File: config.mk
export PLATFORM = sky130hd
export DESIGN_NAME = uart_regs_rx_fifo_irq
export DESIGN_NICKNAME = d
export VERILOG_FILES = /design/src/rtl/urx_pkg.sv /design/src/rtl/urx_fifo.sv /design/src/rtl/urx_core.sv /design/src/rtl/uart_regs_rx_fifo_irq.sv
export SDC_FILE = /design/constraint.sdc
export NUM_CORES = 1
export LEC_CHECK = 0
export ABC_AREA = 1
export BUFFER_PORTS_ARGS = -buffer_cell sky130_fd_sc_hd__buf_2
export CAP_MARGIN = 30
export CORE_MARGIN = 3
export CORE_UTILIZATION = 55
export DETAILED_ROUTE_END_ITERATION = 8
export PLACE_DENSITY = 0.73
export SYNTH_ARGS = -nofsm -noshare
export SYNTH_HDL_FRONTEND = slang
export SYNTH_SLANG_ARGS = --single-unit
File: constraint.sdc
create_clock -name clk_i -period 4.52 [get_ports clk_i]
set_input_delay 0.904 -clock clk_i [delete_from_list [all_inputs] [get_ports clk_i]]
set_output_delay 0.904 -clock clk_i [all_outputs]
set_load 0.05 [all_outputs]
File: src/rtl/urx_pkg.sv
// ----------------------------------------------------------------------------
// urx_pkg
// Shared types, register map, request codes and interrupt helpers for the
// UART register block with receive FIFO.
// ----------------------------------------------------------------------------
package urx_pkg;

  localparam int RX_DEPTH = 16;
  localparam int PTR_W    = $clog2(RX_DEPTH);
  localparam int CNT_W    = $clog2(RX_DEPTH + 1);
  localparam int LVL_W    = 9;
  localparam int CMP_W    = (CNT_W > LVL_W) ? CNT_W : LVL_W;

  // Request codes
  localparam logic [2:0] REQ_READ    = 3'd0;
  localparam logic [2:0] REQ_WRITE   = 3'd1;
  localparam logic [2:0] REQ_RX_BYTE = 3'd2;
  localparam logic [2:0] REQ_BREAK   = 3'd3;
  localparam logic [2:0] REQ_TIMEOUT = 3'd4;

  // Register word indexes
  localparam logic [3:0] R_ULCON = 4'd0;
  localparam logic [3:0] R_UCON  = 4'd1;
  localparam logic [3:0] R_UFCON = 4'd2;
  localparam logic [3:0] R_UMCON = 4'd3;
  localparam logic [3:0] R_STAT  = 4'd4;
  localparam logic [3:0] R_ERR   = 4'd5;
  localparam logic [3:0] R_FSTAT = 4'd6;
  localparam logic [3:0] R_MSTAT = 4'd7;
  localparam logic [3:0] R_TX    = 4'd8;
  localparam logic [3:0] R_RX    = 4'd9;
  localparam logic [3:0] R_BRDIV = 4'd10;
  localparam logic [3:0] R_FRAC  = 4'd11;
  localparam logic [3:0] R_INTP  = 4'd12;
  localparam logic [3:0] R_INTSP = 4'd13;
  localparam logic [3:0] R_INTM  = 4'd14;

  // Interrupt source bits
  localparam logic [2:0] SRC_RXD = 3'b001;
  localparam logic [2:0] SRC_ERR = 3'b010;
  localparam logic [2:0] SRC_TXD = 3'b100;

  localparam logic [31:0] UCON_RESET  = 32'h0000_3000;
  localparam logic [31:0] FSTAT_FULL  = 32'h0000_0100;
  localparam logic [31:0] UFCON_SELFCLR = 32'h0000_0006;
  localparam logic [1:0]  UCON_RX_DMA = 2'b10;
  localparam int          UCON_TOUT_EN = 11;
  localparam int          UCON_TOUT_DIS = 7;

  typedef struct packed {
    logic [2:0]  req_type;
    logic [3:0]  reg_index;
    logic [31:0] write_data;
    logic [7:0]  rx_byte;
  } urx_in_t;

  typedef struct packed {
    logic [31:0] read_data;
    logic        tx_valid;
    logic [7:0]  tx_byte;
    logic        irq_line;
    logic        dma_busy;
  } urx_out_t;

  typedef struct packed {
    logic       push;
    logic       pop;
    logic       clear;
    logic [7:0] wdata;
  } urx_fifo_ctrl_t;

  typedef struct packed {
    logic [2:0] intsp;
    logic [2:0] intp;
    logic       dma_hit;
  } urx_irq_t;

  // Trigger level scaled by channel: 32, 8, 2 or 0
  function automatic logic [LVL_W-1:0] level_scale(input logic [2:0] chan,
                                                   input logic [3:0] v);
    logic [LVL_W-1:0] r;
    case (chan)
      3'd0:       r = {v, 5'b0};
      3'd1, 3'd4: r = LVL_W'({v, 3'b0});
      3'd2, 3'd3: r = LVL_W'({v, 1'b0});
      default:    r = '0;
    endcase
    return r;
  endfunction

  function automatic urx_irq_t irq_eval(input logic             fifo_en,
                                        input logic [2:0]       rx_trig,
                                        input logic [2:0]       chan,
                                        input logic             tout_dis,
                                        input logic             stat0,
                                        input logic [CNT_W-1:0] cnt,
                                        input logic [2:0]       intsp,
                                        input logic [2:0]       intm);
    urx_irq_t         r;
    logic [CMP_W-1:0] lvl;
    logic             rx_hit;
    r.intsp   = intsp;
    r.dma_hit = 1'b0;
    lvl       = CMP_W'(level_scale(chan, {1'b0, rx_trig} + 4'd1));
    rx_hit    = ((cnt != '0) && !tout_dis) || (CMP_W'(cnt) >= lvl);
    if (fifo_en) begin
      // transmit count reads as zero, so the transmit level is always met
      r.intsp = r.intsp | SRC_TXD;
      if (rx_hit) begin
        r.dma_hit = 1'b1;
        r.intsp   = r.intsp | SRC_RXD;
      end
    end else if (stat0) begin
      r.dma_hit = 1'b1;
      r.intsp   = r.intsp | SRC_RXD;
    end
    r.intp = r.intsp & ~intm;
    return r;
  endfunction

endpackage

File: src/rtl/urx_fifo.sv
// ----------------------------------------------------------------------------
// urx_fifo
// Receive byte FIFO with read/write pointers and a true occupancy count.
// ----------------------------------------------------------------------------
module urx_fifo (
  input  logic                          clk_i,
  input  logic                          rst_ni,
  input  urx_pkg::urx_fifo_ctrl_t       ctrl_i,
  output logic [urx_pkg::CNT_W-1:0]     count_o,
  output logic [7:0]                    rdata_o
);

  logic [7:0]                mem [urx_pkg::RX_DEPTH];
  logic [urx_pkg::PTR_W-1:0] wptr_q, wptr_d;
  logic [urx_pkg::PTR_W-1:0] rptr_q, rptr_d;
  logic [urx_pkg::CNT_W-1:0] cnt_q, cnt_d;
  logic [7:0]                rdata_q;

  localparam logic [urx_pkg::PTR_W-1:0] LAST = urx_pkg::PTR_W'(urx_pkg::RX_DEPTH - 1);

  always_comb begin
    wptr_d = wptr_q;
    rptr_d = rptr_q;
    cnt_d  = cnt_q;
    if (ctrl_i.clear) begin
      wptr_d = '0;
      rptr_d = '0;
      cnt_d  = '0;
    end else if (ctrl_i.push) begin
      wptr_d = (wptr_q == LAST) ? '0 : wptr_q + 1'b1;
      cnt_d  = cnt_q + 1'b1;
    end else if (ctrl_i.pop) begin
      rptr_d = (rptr_q == LAST) ? '0 : rptr_q + 1'b1;
      cnt_d  = cnt_q - 1'b1;
    end
  end

  always_ff @(posedge clk_i or negedge rst_ni) begin
    if (!rst_ni) begin
      wptr_q <= '0;
      rptr_q <= '0;
      cnt_q  <= '0;
    end else begin
      wptr_q <= wptr_d;
      rptr_q <= rptr_d;
      cnt_q  <= cnt_d;
    end
  end

  // Prefetch the byte at the next read pointer; forward a push that lands there.
  always_ff @(posedge clk_i) begin
    if (ctrl_i.push && !ctrl_i.clear) begin
      mem[wptr_q] <= ctrl_i.wdata;
    end
    if (ctrl_i.push && !ctrl_i.clear && (wptr_q == rptr_d)) begin
      rdata_q <= ctrl_i.wdata;
    end else begin
      rdata_q <= mem[rptr_d];
    end
  end

  assign rdata_o = rdata_q;
  assign count_o = cnt_q;

endmodule

File: src/rtl/urx_core.sv
// ----------------------------------------------------------------------------
// urx_core
// Register file, request decode and interrupt logic; one word per cycle while fire_i is high.
// ----------------------------------------------------------------------------
module urx_core (
  input  logic                          clk_i,
  input  logic                          rst_ni,
  input  logic                          fire_i,
  input  urx_pkg::urx_in_t              item_i,
  input  logic                          cfg_we_i,
  input  logic [2:0]                    cfg_wdata_i,
  input  logic [urx_pkg::CNT_W-1:0]     fifo_cnt_i,
  input  logic [7:0]                    fifo_rdata_i,
  output urx_pkg::urx_fifo_ctrl_t       fifo_ctrl_o,
  output urx_pkg::urx_out_t             res_o
);

  logic [2:0]  chan_q;
  logic [31:0] ulcon_q, ulcon_d, ucon_q, ucon_d, ufcon_q, ufcon_d, umcon_q, umcon_d;
  logic [31:0] brdiv_q, brdiv_d, frac_q, frac_d, intm_q, intm_d;
  logic [7:0]  rx_q, rx_d;
  logic        stat0_q, stat0_d, stat3_q, stat3_d, err3_q, err3_d;
  logic [2:0]  intsp_q, intsp_d, intp_q, intp_d;
  logic        dma_q, dma_d;

  logic [urx_pkg::CNT_W-1:0] cnt_n;
  logic                      full;
  logic                      do_irq, do_dma;
  urx_pkg::urx_irq_t         irq;
  logic [31:0]               rdata;
  logic [31:0]               wd;

  assign full = (fifo_cnt_i == urx_pkg::CNT_W'(urx_pkg::RX_DEPTH));
  assign wd   = item_i.write_data;

  always_comb begin
    ulcon_d = ulcon_q;
    ucon_d  = ucon_q;
    ufcon_d = ufcon_q;
    umcon_d = umcon_q;
    brdiv_d = brdiv_q;
    frac_d  = frac_q;
    intm_d  = intm_q;
    rx_d    = rx_q;
    stat0_d = stat0_q;
    stat3_d = stat3_q;
    err3_d  = err3_q;
    intsp_d = intsp_q;
    intp_d  = intp_q;
    cnt_n   = fifo_cnt_i;
    do_irq  = 1'b0;
    do_dma  = 1'b0;
    rdata   = '0;
    fifo_ctrl_o   = '0;
    res_o         = '0;

    if (fire_i) begin
      case (item_i.req_type)
        urx_pkg::REQ_READ: begin
          case (item_i.reg_index)
            urx_pkg::R_ULCON: rdata = ulcon_q;
            urx_pkg::R_UCON:  rdata = ucon_q;
            urx_pkg::R_UFCON: rdata = ufcon_q;
            urx_pkg::R_UMCON: rdata = umcon_q;
            urx_pkg::R_STAT:  rdata = {28'b0, stat3_q, 2'b11, stat0_q};
            urx_pkg::R_ERR: begin
              rdata  = {28'b0, err3_q, 3'b0};
              err3_d = 1'b0;
            end
            urx_pkg::R_FSTAT: rdata = full ? urx_pkg::FSTAT_FULL : 32'(fifo_cnt_i);
            urx_pkg::R_RX: begin
              if (ufcon_q[0]) begin
                if (fifo_cnt_i != '0) begin
                  rdata           = 32'(fifo_rdata_i);
                  fifo_ctrl_o.pop = 1'b1;
                  cnt_n           = fifo_cnt_i - 1'b1;
                  stat0_d         = (cnt_n != '0);
                end else begin
                  // pop from an empty FIFO flags an error
                  intsp_d = intsp_q | urx_pkg::SRC_ERR;
                  do_irq  = 1'b1;
                end
              end else begin
                stat0_d = 1'b0;
                rdata   = 32'(rx_q);
              end
              do_dma = 1'b1;
            end
            urx_pkg::R_BRDIV: rdata = brdiv_q;
            urx_pkg::R_FRAC:  rdata = frac_q;
            urx_pkg::R_INTP:  rdata = 32'(intp_q);
            urx_pkg::R_INTSP: rdata = 32'(intsp_q);
            urx_pkg::R_INTM:  rdata = intm_q;
            default:          rdata = '0;
          endcase
        end
        urx_pkg::REQ_WRITE: begin
          case (item_i.reg_index)
            urx_pkg::R_ULCON: ulcon_d = wd;
            urx_pkg::R_UCON:  ucon_d  = wd;
            urx_pkg::R_UMCON: umcon_d = wd;
            urx_pkg::R_BRDIV: brdiv_d = wd;
            urx_pkg::R_FRAC:  frac_d  = wd;
            urx_pkg::R_UFCON: begin
              ufcon_d = wd & ~urx_pkg::UFCON_SELFCLR;
              if (wd[1]) begin
                fifo_ctrl_o.clear = 1'b1;
                cnt_n             = '0;
              end
            end
            urx_pkg::R_TX: begin
              intsp_d        = intsp_q | urx_pkg::SRC_TXD;
              do_irq         = 1'b1;
              res_o.tx_valid = 1'b1;
              res_o.tx_byte  = wd[7:0];
            end
            urx_pkg::R_INTP: begin
              intp_d  = intp_q & ~wd[2:0];
              intsp_d = intsp_q & ~wd[2:0];
              do_irq  = 1'b1;
            end
            urx_pkg::R_STAT: begin
              if (wd[3]) begin
                stat3_d = 1'b0;
              end
            end
            urx_pkg::R_INTSP: intsp_d = intsp_q & ~wd[2:0];
            urx_pkg::R_INTM: begin
              intm_d = wd;
              do_irq = 1'b1;
            end
            default: ;
          endcase
        end
        urx_pkg::REQ_RX_BYTE: begin
          if (ufcon_q[0]) begin
            if (full) begin
              // overrun: drop the byte
              intsp_d = intsp_q | urx_pkg::SRC_ERR;
            end else begin
              fifo_ctrl_o.push  = 1'b1;
              fifo_ctrl_o.wdata = item_i.rx_byte;
              cnt_n             = fifo_cnt_i + 1'b1;
            end
          end else begin
            rx_d = item_i.rx_byte;
          end
          stat0_d = 1'b1;
          do_irq  = 1'b1;
        end
        urx_pkg::REQ_BREAK: begin
          if (!full) begin
            fifo_ctrl_o.push = 1'b1;
            cnt_n            = fifo_cnt_i + 1'b1;
          end
          err3_d = 1'b1;
          do_irq = 1'b1;
        end
        urx_pkg::REQ_TIMEOUT: begin
          if (stat0_q || ucon_q[urx_pkg::UCON_TOUT_EN]) begin
            intsp_d = intsp_q | urx_pkg::SRC_RXD;
            stat3_d = 1'b1;
            do_dma  = 1'b1;
            do_irq  = 1'b1;
          end
        end
        default: ;
      endcase
    end

    irq = urx_pkg::irq_eval(ufcon_d[0], ufcon_d[6:4], chan_q,
                            ucon_d[urx_pkg::UCON_TOUT_DIS], stat0_d, cnt_n,
                            intsp_d, intm_d[2:0]);
    if (do_irq) begin
      intsp_d = irq.intsp;
      intp_d  = irq.intp;
    end

    dma_d = dma_q;
    if (do_dma || (do_irq && irq.dma_hit)) begin
      dma_d = (ucon_d[1:0] == urx_pkg::UCON_RX_DMA) && (cnt_n == '0);
    end

    res_o.read_data = rdata;
    res_o.irq_line  = |intp_d;
    res_o.dma_busy  = dma_d;
  end

  always_ff @(posedge clk_i or negedge rst_ni) begin
    if (!rst_ni) begin
      chan_q  <= '0;
      ulcon_q <= '0;
      ucon_q  <= urx_pkg::UCON_RESET;
      ufcon_q <= '0;
      umcon_q <= '0;
      brdiv_q <= '0;
      frac_q  <= '0;
      intm_q  <= '0;
      rx_q    <= '0;
      stat0_q <= 1'b0;
      stat3_q <= 1'b0;
      err3_q  <= 1'b0;
      intsp_q <= '0;
      intp_q  <= '0;
      dma_q   <= 1'b0;
    end else begin
      if (cfg_we_i) begin
        chan_q <= cfg_wdata_i;
      end
      ulcon_q <= ulcon_d;
      ucon_q  <= ucon_d;
      ufcon_q <= ufcon_d;
      umcon_q <= umcon_d;
      brdiv_q <= brdiv_d;
      frac_q  <= frac_d;
      intm_q  <= intm_d;
      rx_q    <= rx_d;
      stat0_q <= stat0_d;
      stat3_q <= stat3_d;
      err3_q  <= err3_d;
      intsp_q <= intsp_d;
      intp_q  <= intp_d;
      dma_q   <= dma_d;
    end
  end

endmodule

File: src/rtl/uart_regs_rx_fifo_irq.sv
// ----------------------------------------------------------------------------
// uart_regs_rx_fifo_irq
// UART register block with a 16-byte receive FIFO and interrupt logic.
// ----------------------------------------------------------------------------
// Each input word is a bus read, a bus write, a received byte, a line break
// or an expired receive timeout, and yields exactly one result word with the
// read data, any transmitted byte, the interrupt line and the receive-DMA
// busy flag. A word is held in the input register and is resolved against
// the register file and FIFO in a single pass into the result register; one
// word is accepted every cycle, and the input side stalls only while both the
// input and the result register are occupied and the result is stalled
// downstream. The user must write the channel number through cfg_we_i /
// cfg_wdata_i only while no word is in flight; the block does not enforce
// it. No clearing pass is needed after reset: the FIFO occupancy count
// guards every byte read.
// ----------------------------------------------------------------------------
module uart_regs_rx_fifo_irq (
  input  logic               clk_i,
  input  logic               rst_ni,
  input  logic               in_valid_i,
  output logic               in_stall_o,
  input  urx_pkg::urx_in_t   in_data_i,
  output logic               out_valid_o,
  input  logic               out_stall_i,
  output urx_pkg::urx_out_t  out_data_o,
  input  logic               cfg_we_i,
  input  logic [2:0]         cfg_wdata_i
);

  logic                      in_vld_q, in_vld_d;
  urx_pkg::urx_in_t          in_q;
  logic                      out_vld_q, out_vld_d;
  urx_pkg::urx_out_t         out_q;
  logic                      fire, accept;
  urx_pkg::urx_out_t         res;
  urx_pkg::urx_fifo_ctrl_t   fifo_ctrl;
  logic [urx_pkg::CNT_W-1:0] fifo_cnt;
  logic [7:0]                fifo_rdata;

  // Advance the held word whenever the result register is free or draining.
  assign fire       = in_vld_q && (!out_vld_q || !out_stall_i);
  assign in_stall_o = in_vld_q && out_vld_q && out_stall_i;
  assign accept     = in_valid_i && !in_stall_o;

  always_comb begin
    in_vld_d = in_vld_q;
    if (accept) begin
      in_vld_d = 1'b1;
    end else if (fire) begin
      in_vld_d = 1'b0;
    end
    out_vld_d = out_vld_q;
    if (fire) begin
      out_vld_d = 1'b1;
    end else if (!out_stall_i) begin
      out_vld_d = 1'b0;
    end
  end

  always_ff @(posedge clk_i or negedge rst_ni) begin
    if (!rst_ni) begin
      in_vld_q  <= 1'b0;
      out_vld_q <= 1'b0;
    end else begin
      in_vld_q  <= in_vld_d;
      out_vld_q <= out_vld_d;
    end
  end

  // Hold payloads until the next handshake moves them.
  always_ff @(posedge clk_i) begin
    if (accept) begin
      in_q <= in_data_i;
    end
    if (fire) begin
      out_q <= res;
    end
  end

  urx_core u_core (
    .clk_i        (clk_i),
    .rst_ni       (rst_ni),
    .fire_i       (fire),
    .item_i       (in_q),
    .cfg_we_i     (cfg_we_i),
    .cfg_wdata_i  (cfg_wdata_i),
    .fifo_cnt_i   (fifo_cnt),
    .fifo_rdata_i (fifo_rdata),
    .fifo_ctrl_o  (fifo_ctrl),
    .res_o        (res)
  );

  urx_fifo u_fifo (
    .clk_i   (clk_i),
    .rst_ni  (rst_ni),
    .ctrl_i  (fifo_ctrl),
    .count_o (fifo_cnt),
    .rdata_o (fifo_rdata)
  );

  assign out_valid_o = out_vld_q;
  assign out_data_o  = out_q;

`ifndef SYNTH
  a_cnt_bound: assert property (@(posedge clk_i) disable iff (!rst_ni)
    fifo_cnt <= urx_pkg::CNT_W'(urx_pkg::RX_DEPTH))
    else $error("receive FIFO count exceeds depth");

  a_fire_lands: assert property (@(posedge clk_i) disable iff (!rst_ni)
    fire |=> out_vld_q)
    else $error("resolved word did not reach the result register");

  a_held_word: assert property (@(posedge clk_i) disable iff (!rst_ni)
    (in_vld_q && !fire) |=> (in_vld_q && $stable(in_q)))
    else $error("waiting input word was lost or changed");

  a_no_push_full: assert property (@(posedge clk_i) disable iff (!rst_ni)
    (fifo_ctrl.push && !fifo_ctrl.clear) |->
      (fifo_cnt != urx_pkg::CNT_W'(urx_pkg::RX_DEPTH)))
    else $error("push into a full receive FIFO");
`endif

endmodule
; Word level (Yosys, flattened, before mapping)
; Memory sizes are Yosys's and may differ from the RTL's. A register that Yosys moved wholly into a read port is not among the register bits.
; Cells that the tools add are included.
[totals]
register_bits = 348
ram_bits = 128
in_bits = 55
out_inout_bits = 45
mem_count = 1
[memory_table]
columns = memory, words, word_bits, rd, rd_clocked_by_memory_dff, write_ports, line_no
row1 = u_fifo.mem, 16, 8, 1, 1, 1, urx_fifo.sv:13  ; logic [7:0] mem [urx_pkg::RX_DEPTH];
[op_classes]
add_sub_neg = 5
order_cmp = 1
eq_ne = 30
n_mux = 96
bitwise_logic = 6
n_reduce_logical = 46
[op_table]
columns = op, n
row1 = case mux 32 bit (13 select lines), 1
row2 = 2-to-1 mux 8 bit, 7
row3 = 2-to-1 mux 5 bit, 11
row4 = 2-to-1 mux 1 bit, 38
row5 = "equality test 4 bit, second input constant", 9
row6 = 2-to-1 mux 32 bit, 1
row7 = 2-to-1 mux 3 bit, 10
row8 = 2-to-1 mux 4 bit, 7
row9 = case mux 9 bit (3 select lines), 1
row10 = AND reduction 3 bit, 9
row11 = 2-to-1 mux 7 bit, 3
row12 = case mux 5 bit (4 select lines), 1
row13 = 2-to-1 mux 9 bit, 2
row14 = nonzero test 5 bit, 3
row15 = "equality test 3 x 2 -> 1 bit, second input constant", 4
row16 = "equality test 4 x 3 -> 1 bit, second input constant", 3
row17 = case mux 3 bit (4 select lines), 1
row18 = 2-to-1 mux 11 bit, 1
row19 = 2-to-1 mux 2 bit, 5
row20 = case mux 1 bit (2 select lines), 5
row21 = bitwise AND 3 bit, 3
row22 = >= comparator 5 x 9 -> 1 bit, 1
row23 = "adder 4 x 1 -> 4 bit, second input constant", 2
row24 = "equality test 4 x 2 -> 1 bit, second input constant", 2
row25 = 26 further kinds, 54

; Longest topological paths before layout
[logic_depth]
depth_word = 14
mapped_depth = 22
ltp_nobuf = 22

; Modules after synthesis
; A second synthesis with hierarchy kept.
[hier_totals]
hier_cells = 2113
area_unflattened_um2 = 20707.4
[by_module_without_submodules]
columns = module, instances, cells_each, area_per_inst_um2, seq_area_each_um2
row1 = urx_core, 1, 1380, 11488.5, 6083.3
row2 = urx_fifo, 1, 631, 6421.2, 4249.1
row3 = uart_regs_rx_fifo_irq, 1, 102, 2797.7, 2752.6

; Least setup slack after synthesis
; Ideal clock, no wire load.
[synth_path]
path_kind = input to register
from = input out_stall_i
to = register out_q, in the netlist out_data_o[1], data pin
setup_ns = 0.265
arrival_time_ns = 3.488
t_required_ns = 4.255
slack_ns = 0.767
stages = 21
path_cell_list = nand2_2 -> nand2_4 -> inv_2 -> nand2_1 -> nor2_4 -> nor2_4 -> o21ai_1 -> nand3_2 -> nand2_2 -> inv_1 -> ha_1 -> nand3_1 -> nor2_1 -> a211oi_1 -> nand2_1 -> a21oi_4 -> nand2_2 -> nand2_1 -> nand2_1 -> nand2_1 -> nand3_1
[synth_rtl]
columns = element, line_no
row1 = "start, declared", uart_regs_rx_fifo_irq.sv:24  ; input logic out_stall_i,
row2 = "end signal, assigned", uart_regs_rx_fifo_irq.sv:76  ; out_q <= res;
row3 = "end, declared", uart_regs_rx_fifo_irq.sv:33  ; urx_pkg::urx_out_t out_q;

==> impl_metrics.json <==
{
  "async_flop_share_pct": 53.8,
  "layout_min_cycle_time_ps": 3560,
  "grt_util_met2_pct": 42.8,
  "yosysWarningCount": 0,
  "grt_use_met1_pct": 36.8,
  "synth_area_um2": 20100,
  "rsz0062_at_grt": "no",
  "ioPinCount": 100,
  "nFillCells": 2845,
  "setup_violations": 0,
  "wl_per_cell_um": 20.5,
  "floorplan.core_area_um2": 35700,
  "crit_type": "register to register",
  "outcome": "completed",
  "powerDensity_nw_per_um2": 464,
  "drv_slew": 0,
  "die_area_um2": 38800,
  "clock_latency_ps": 580,
  "startpoint_type": "register",
  "crit_required_ps": 4840,
  "drt-initial-drc-count": 1385,
  "ys_seq_elements": 480,
  "die_h_um": 197,
  "ant_nets": 0,
  "setup_slack_ps": 962,
  "crit_path_top_delay_cell": "dfrtp_1",
  "relSlewSlack_pct": 26.9,
  "p_sw_mw": 2.89,
  "finClkSkew_ps": 19.4,
  "final_nets": 2055,
  "vdd_drop_max_v": 0.000364,
  "synthToLayoutAreaGrowth_pct": 12.5,
  "numCtsBuffers": 49,
  "cpMostUsedCell": "nand2_1",
  "max_stage_delay_ps": 440,
  "grt-ovfl-total": 0,
  "cts.repair.resized": 0,
  "hold_buffers": 0,
  "syn_nets": 1966,
  "leakagePower_nw": 9.41,
  "ys.flop_type": "dfrtp_1",
  "seq_power_share_pct": 49.4,
  "hold_class": "input port to asynchronous set/reset pin",
  "drive_gt1_share_pct": 14.0,
  "gr-usage-all-layers_pct": 26.6,
  "vias_per_cell": 5.89,
  "period_share_pct": 78.7,
  "yosysUniqueCellTypes": 51,
  "htree_levels": 2,
  "io_buffer_count": 99,
  "cp_cell_sequence": "inv_1, ha_1, nand3_2, clkinv_2, nor2_8, nor2_4, nand3_1, nand2_2, inv_1, ha_1, nand3_1, nor2_1, a211oi_1, nand2_1, a21oi_4, nand2_2, nand3_2, nand2_1, nand2_1, nand2_1",
  "dp_hpwl_mm": 32.0,
  "die_w_um": 197,
  "first_pass_iters": 6,
  "internal_power_mw": 7.58,
  "start_util_pct": 56.1,
  "comb_power_share_pct": 14.0,
  "cp_max_fo": 12,
  "post_cts_buffers": 0,
  "grt_util_met3_pct": 4.91,
  "antenna_found_initial": 1,
  "busiest_layer": "met2",
  "clk_pin_slew_ps": 60,
  "cts-root-buf": "clkbuf_16",
  "max_clock_freq_mhz": 281,
  "drcViolationCount": 0,
  "synth-seq-area-share_pct": 65.2,
  "path_buf_inv": 3,
  "avgSynthCellArea_um2": 10.6,
  "grt_pass1_wl_mm": 80.3,
  "finalSetupTns_ps": 0,
  "grt_pass1_vias": 14196,
  "antenna_cells": 0,
  "grt_max_degree": 115,
  "dpl_worst_slack_ps": 641,
  "vias": 14647,
  "hold_viol": 0,
  "swShare_pct": 27.6,
  "num_rows": 69,
  "tightest_slew_ps": 1090,
  "wirelength_mm": 50.9,
  "cp.arrival_ps": 3880,
  "cts_buffer_depth": 3,
  "cp_top_family": "simple AND/OR/NAND/NOR gates",
  "clkSinkCount": 480,
  "gp_congestion": 0.925,
  "end_kind": "register",
  "pwr-share-clk_pct": 36.6,
  "cts_tree": "yes",
  "synth_edf_count": 218,
  "drv_cap": 0,
  "syn_inst": 1897
}
## registers in the layout (all words and copies together) (netlist names), 4 cells and up, named ones only
| register | flops |
|---|---|
| u_core.ucon_q | 32 |
| u_core.intm_q | 32 |
| u_core.frac_q | 32 |
| u_core.brdiv_q | 32 |
| u_core.ufcon_q | 30 |
| out_data_o | 43 |
| u_core.rx_q | 8 |
| u_core.umcon_q | 32 |
| u_fifo.count_o | 5 |
| u_fifo.wptr_q | 4 |
| in_q | 47 |
| u_fifo.rptr_q | 4 |
| u_fifo.mem | 128 |
| u_core.ulcon_q | 32 |
## through the flow
step | std cells | total power [mW] | hold WS [ps] | utilization (%) | cell area, um^2
finish | 2485 | 10.5 | 410 | 63.1 | 22600
global route | 2485 | 10.9 | 471 | 63.1 | 22600
CTS | 2482 | 10.5 | 437 | 63.1 | 22500
detailed placement | 2393 | 6.70 | 473 | 58.8 | 21000
global placement | 2391 | 6.66 | 466 | 58.8 | 21000
floorplan | 1897 | 6.21 | 453 | - | 20100
## path summary, 6_finish.rpt
path	start	end	slack (ps)	cells after the start
setup / recovery	u_fifo.count_o[0]	out_data_o[0]	960	20
hold / removal	rst_ni	u_core.chan_q[0]	410	1
setup reg to reg	u_fifo.count_o[0]	out_data_o[0]	960	20
hold reg to reg	u_core.intm_q[30]	u_core.intm_q[30]	480	2
max in group asynchronous	rst_ni	u_core.intm_q[28]	3060	2
min in group clk_i	u_core.intm_q[30]	u_core.intm_q[30]	480	2
## power groups by stage
| stage | logic [mW] | registers, mW | clock network [mW] |
|---|---|---|---|
| after global routing | 1.65 | 5.20 | 4.08 |
| after detailed placement | 1.46 | 5.24 | 0 |
| after global placement | 1.43 | 5.24 | 0 |
| after CTS | 1.47 | 5.16 | 3.90 |
| final | 1.47 | 5.17 | 3.83 |
| after floorplan | 0.925 | 5.29 | 0 |
## cell usage in the layout (no fill, tap or decap), drive strengths merged, types with 4 or more instances in the layout
master	count
dfrtp	256
xor2	7
edfxtp	218
ha	14
nand2	466
nor3	6
dfxtp	4
a22o	19
nand4	9
a41oi	12
mux2	7
o22ai	27
nor2	164
a221oi	31
a211oi	4
o211ai	9
o221ai	11
a31oi	13
a21oi	34
nand3	59
o21ai	314
clkinv	13
clkbuf	75
inv	105
buf	133
## synthesized netlist by cell type, types with 7 or more instances
cell type / number / area, um^2
xor2_1: 7 / 61.3
o211ai_1: 9 / 67.6
a31oi_1: 13 / 81.3
inv_2: 10 / 37.5
edfxtp_1: 218 / 6550
nand2_1: 449 / 1690
nand3_2: 9 / 90.1
o22ai_1: 27 / 169
clkbuf_1: 78 / 293
nand2_2: 11 / 68.8
mux2_2: 7 / 78.8
ha_1: 14 / 175
nor2_1: 143 / 537
inv_1: 92 / 345
buf_2: 9 / 45.0
nand3_1: 49 / 245
a21oi_1: 33 / 165
nor2_2: 8 / 50.1
nor2_4: 10 / 113
a221oi_1: 31 / 272
o221ai_1: 11 / 96.3
o21ai_0: 312 / 1560
a22o_1: 19 / 166
a41oi_1: 12 / 105
nand4_1: 8 / 50.1
dfrtp_1: 256 / 6410
## cell families (layout without fill, tap and decap cells)
kind of cell,Yosys count,count (layout),synth area share (%)
buf+inv,200,327,3.94
xor+xnor,7,7,0.306
simple gates,707,707,15.2
fa+ha+maj,14,14,0.873
compound gates,482,482,14.0
mux,7,7,0.393
flops,480,480,65.2
## worst reg2reg max path, cell delays in order, from the launching register on
cell	delay, ps
dfrtp_1	440
inv_1	210
ha_1	320
nand3_2	300
clkinv_2	200
nor2_8	80
nor2_4	200
nand3_1	130
nand2_2	140
inv_1	60
ha_1	280
nand3_1	100
nor2_1	50
a211oi_1	170
nand2_1	150
a21oi_4	170
nand2_2	70
nand3_2	70
nand2_1	50
nand2_1	70
nand2_1	60
## final cells by class
cell class	instances	area (um^2)	share of cell area [%]
Clock buffer	75	1420	6.31
Clock inverter	14	101	0.449
Inverter	105	395	1.75
Multi-Input combinational cell	1217	6210	27.5
Sequential cell	480	13100	58.0
Tap cell	461	577	2.56
Timing Repair Buffer	133	777	3.44
## layer usage
layer / vias up / wire, um
met5: - / 12
met4: 2 / 1660
met3: 116 / 3980
met2: 621 / 24100
met1: 7161 / 21200
li1: 6747 / -
No activity file was read; power rests on OpenSTA's default activity.
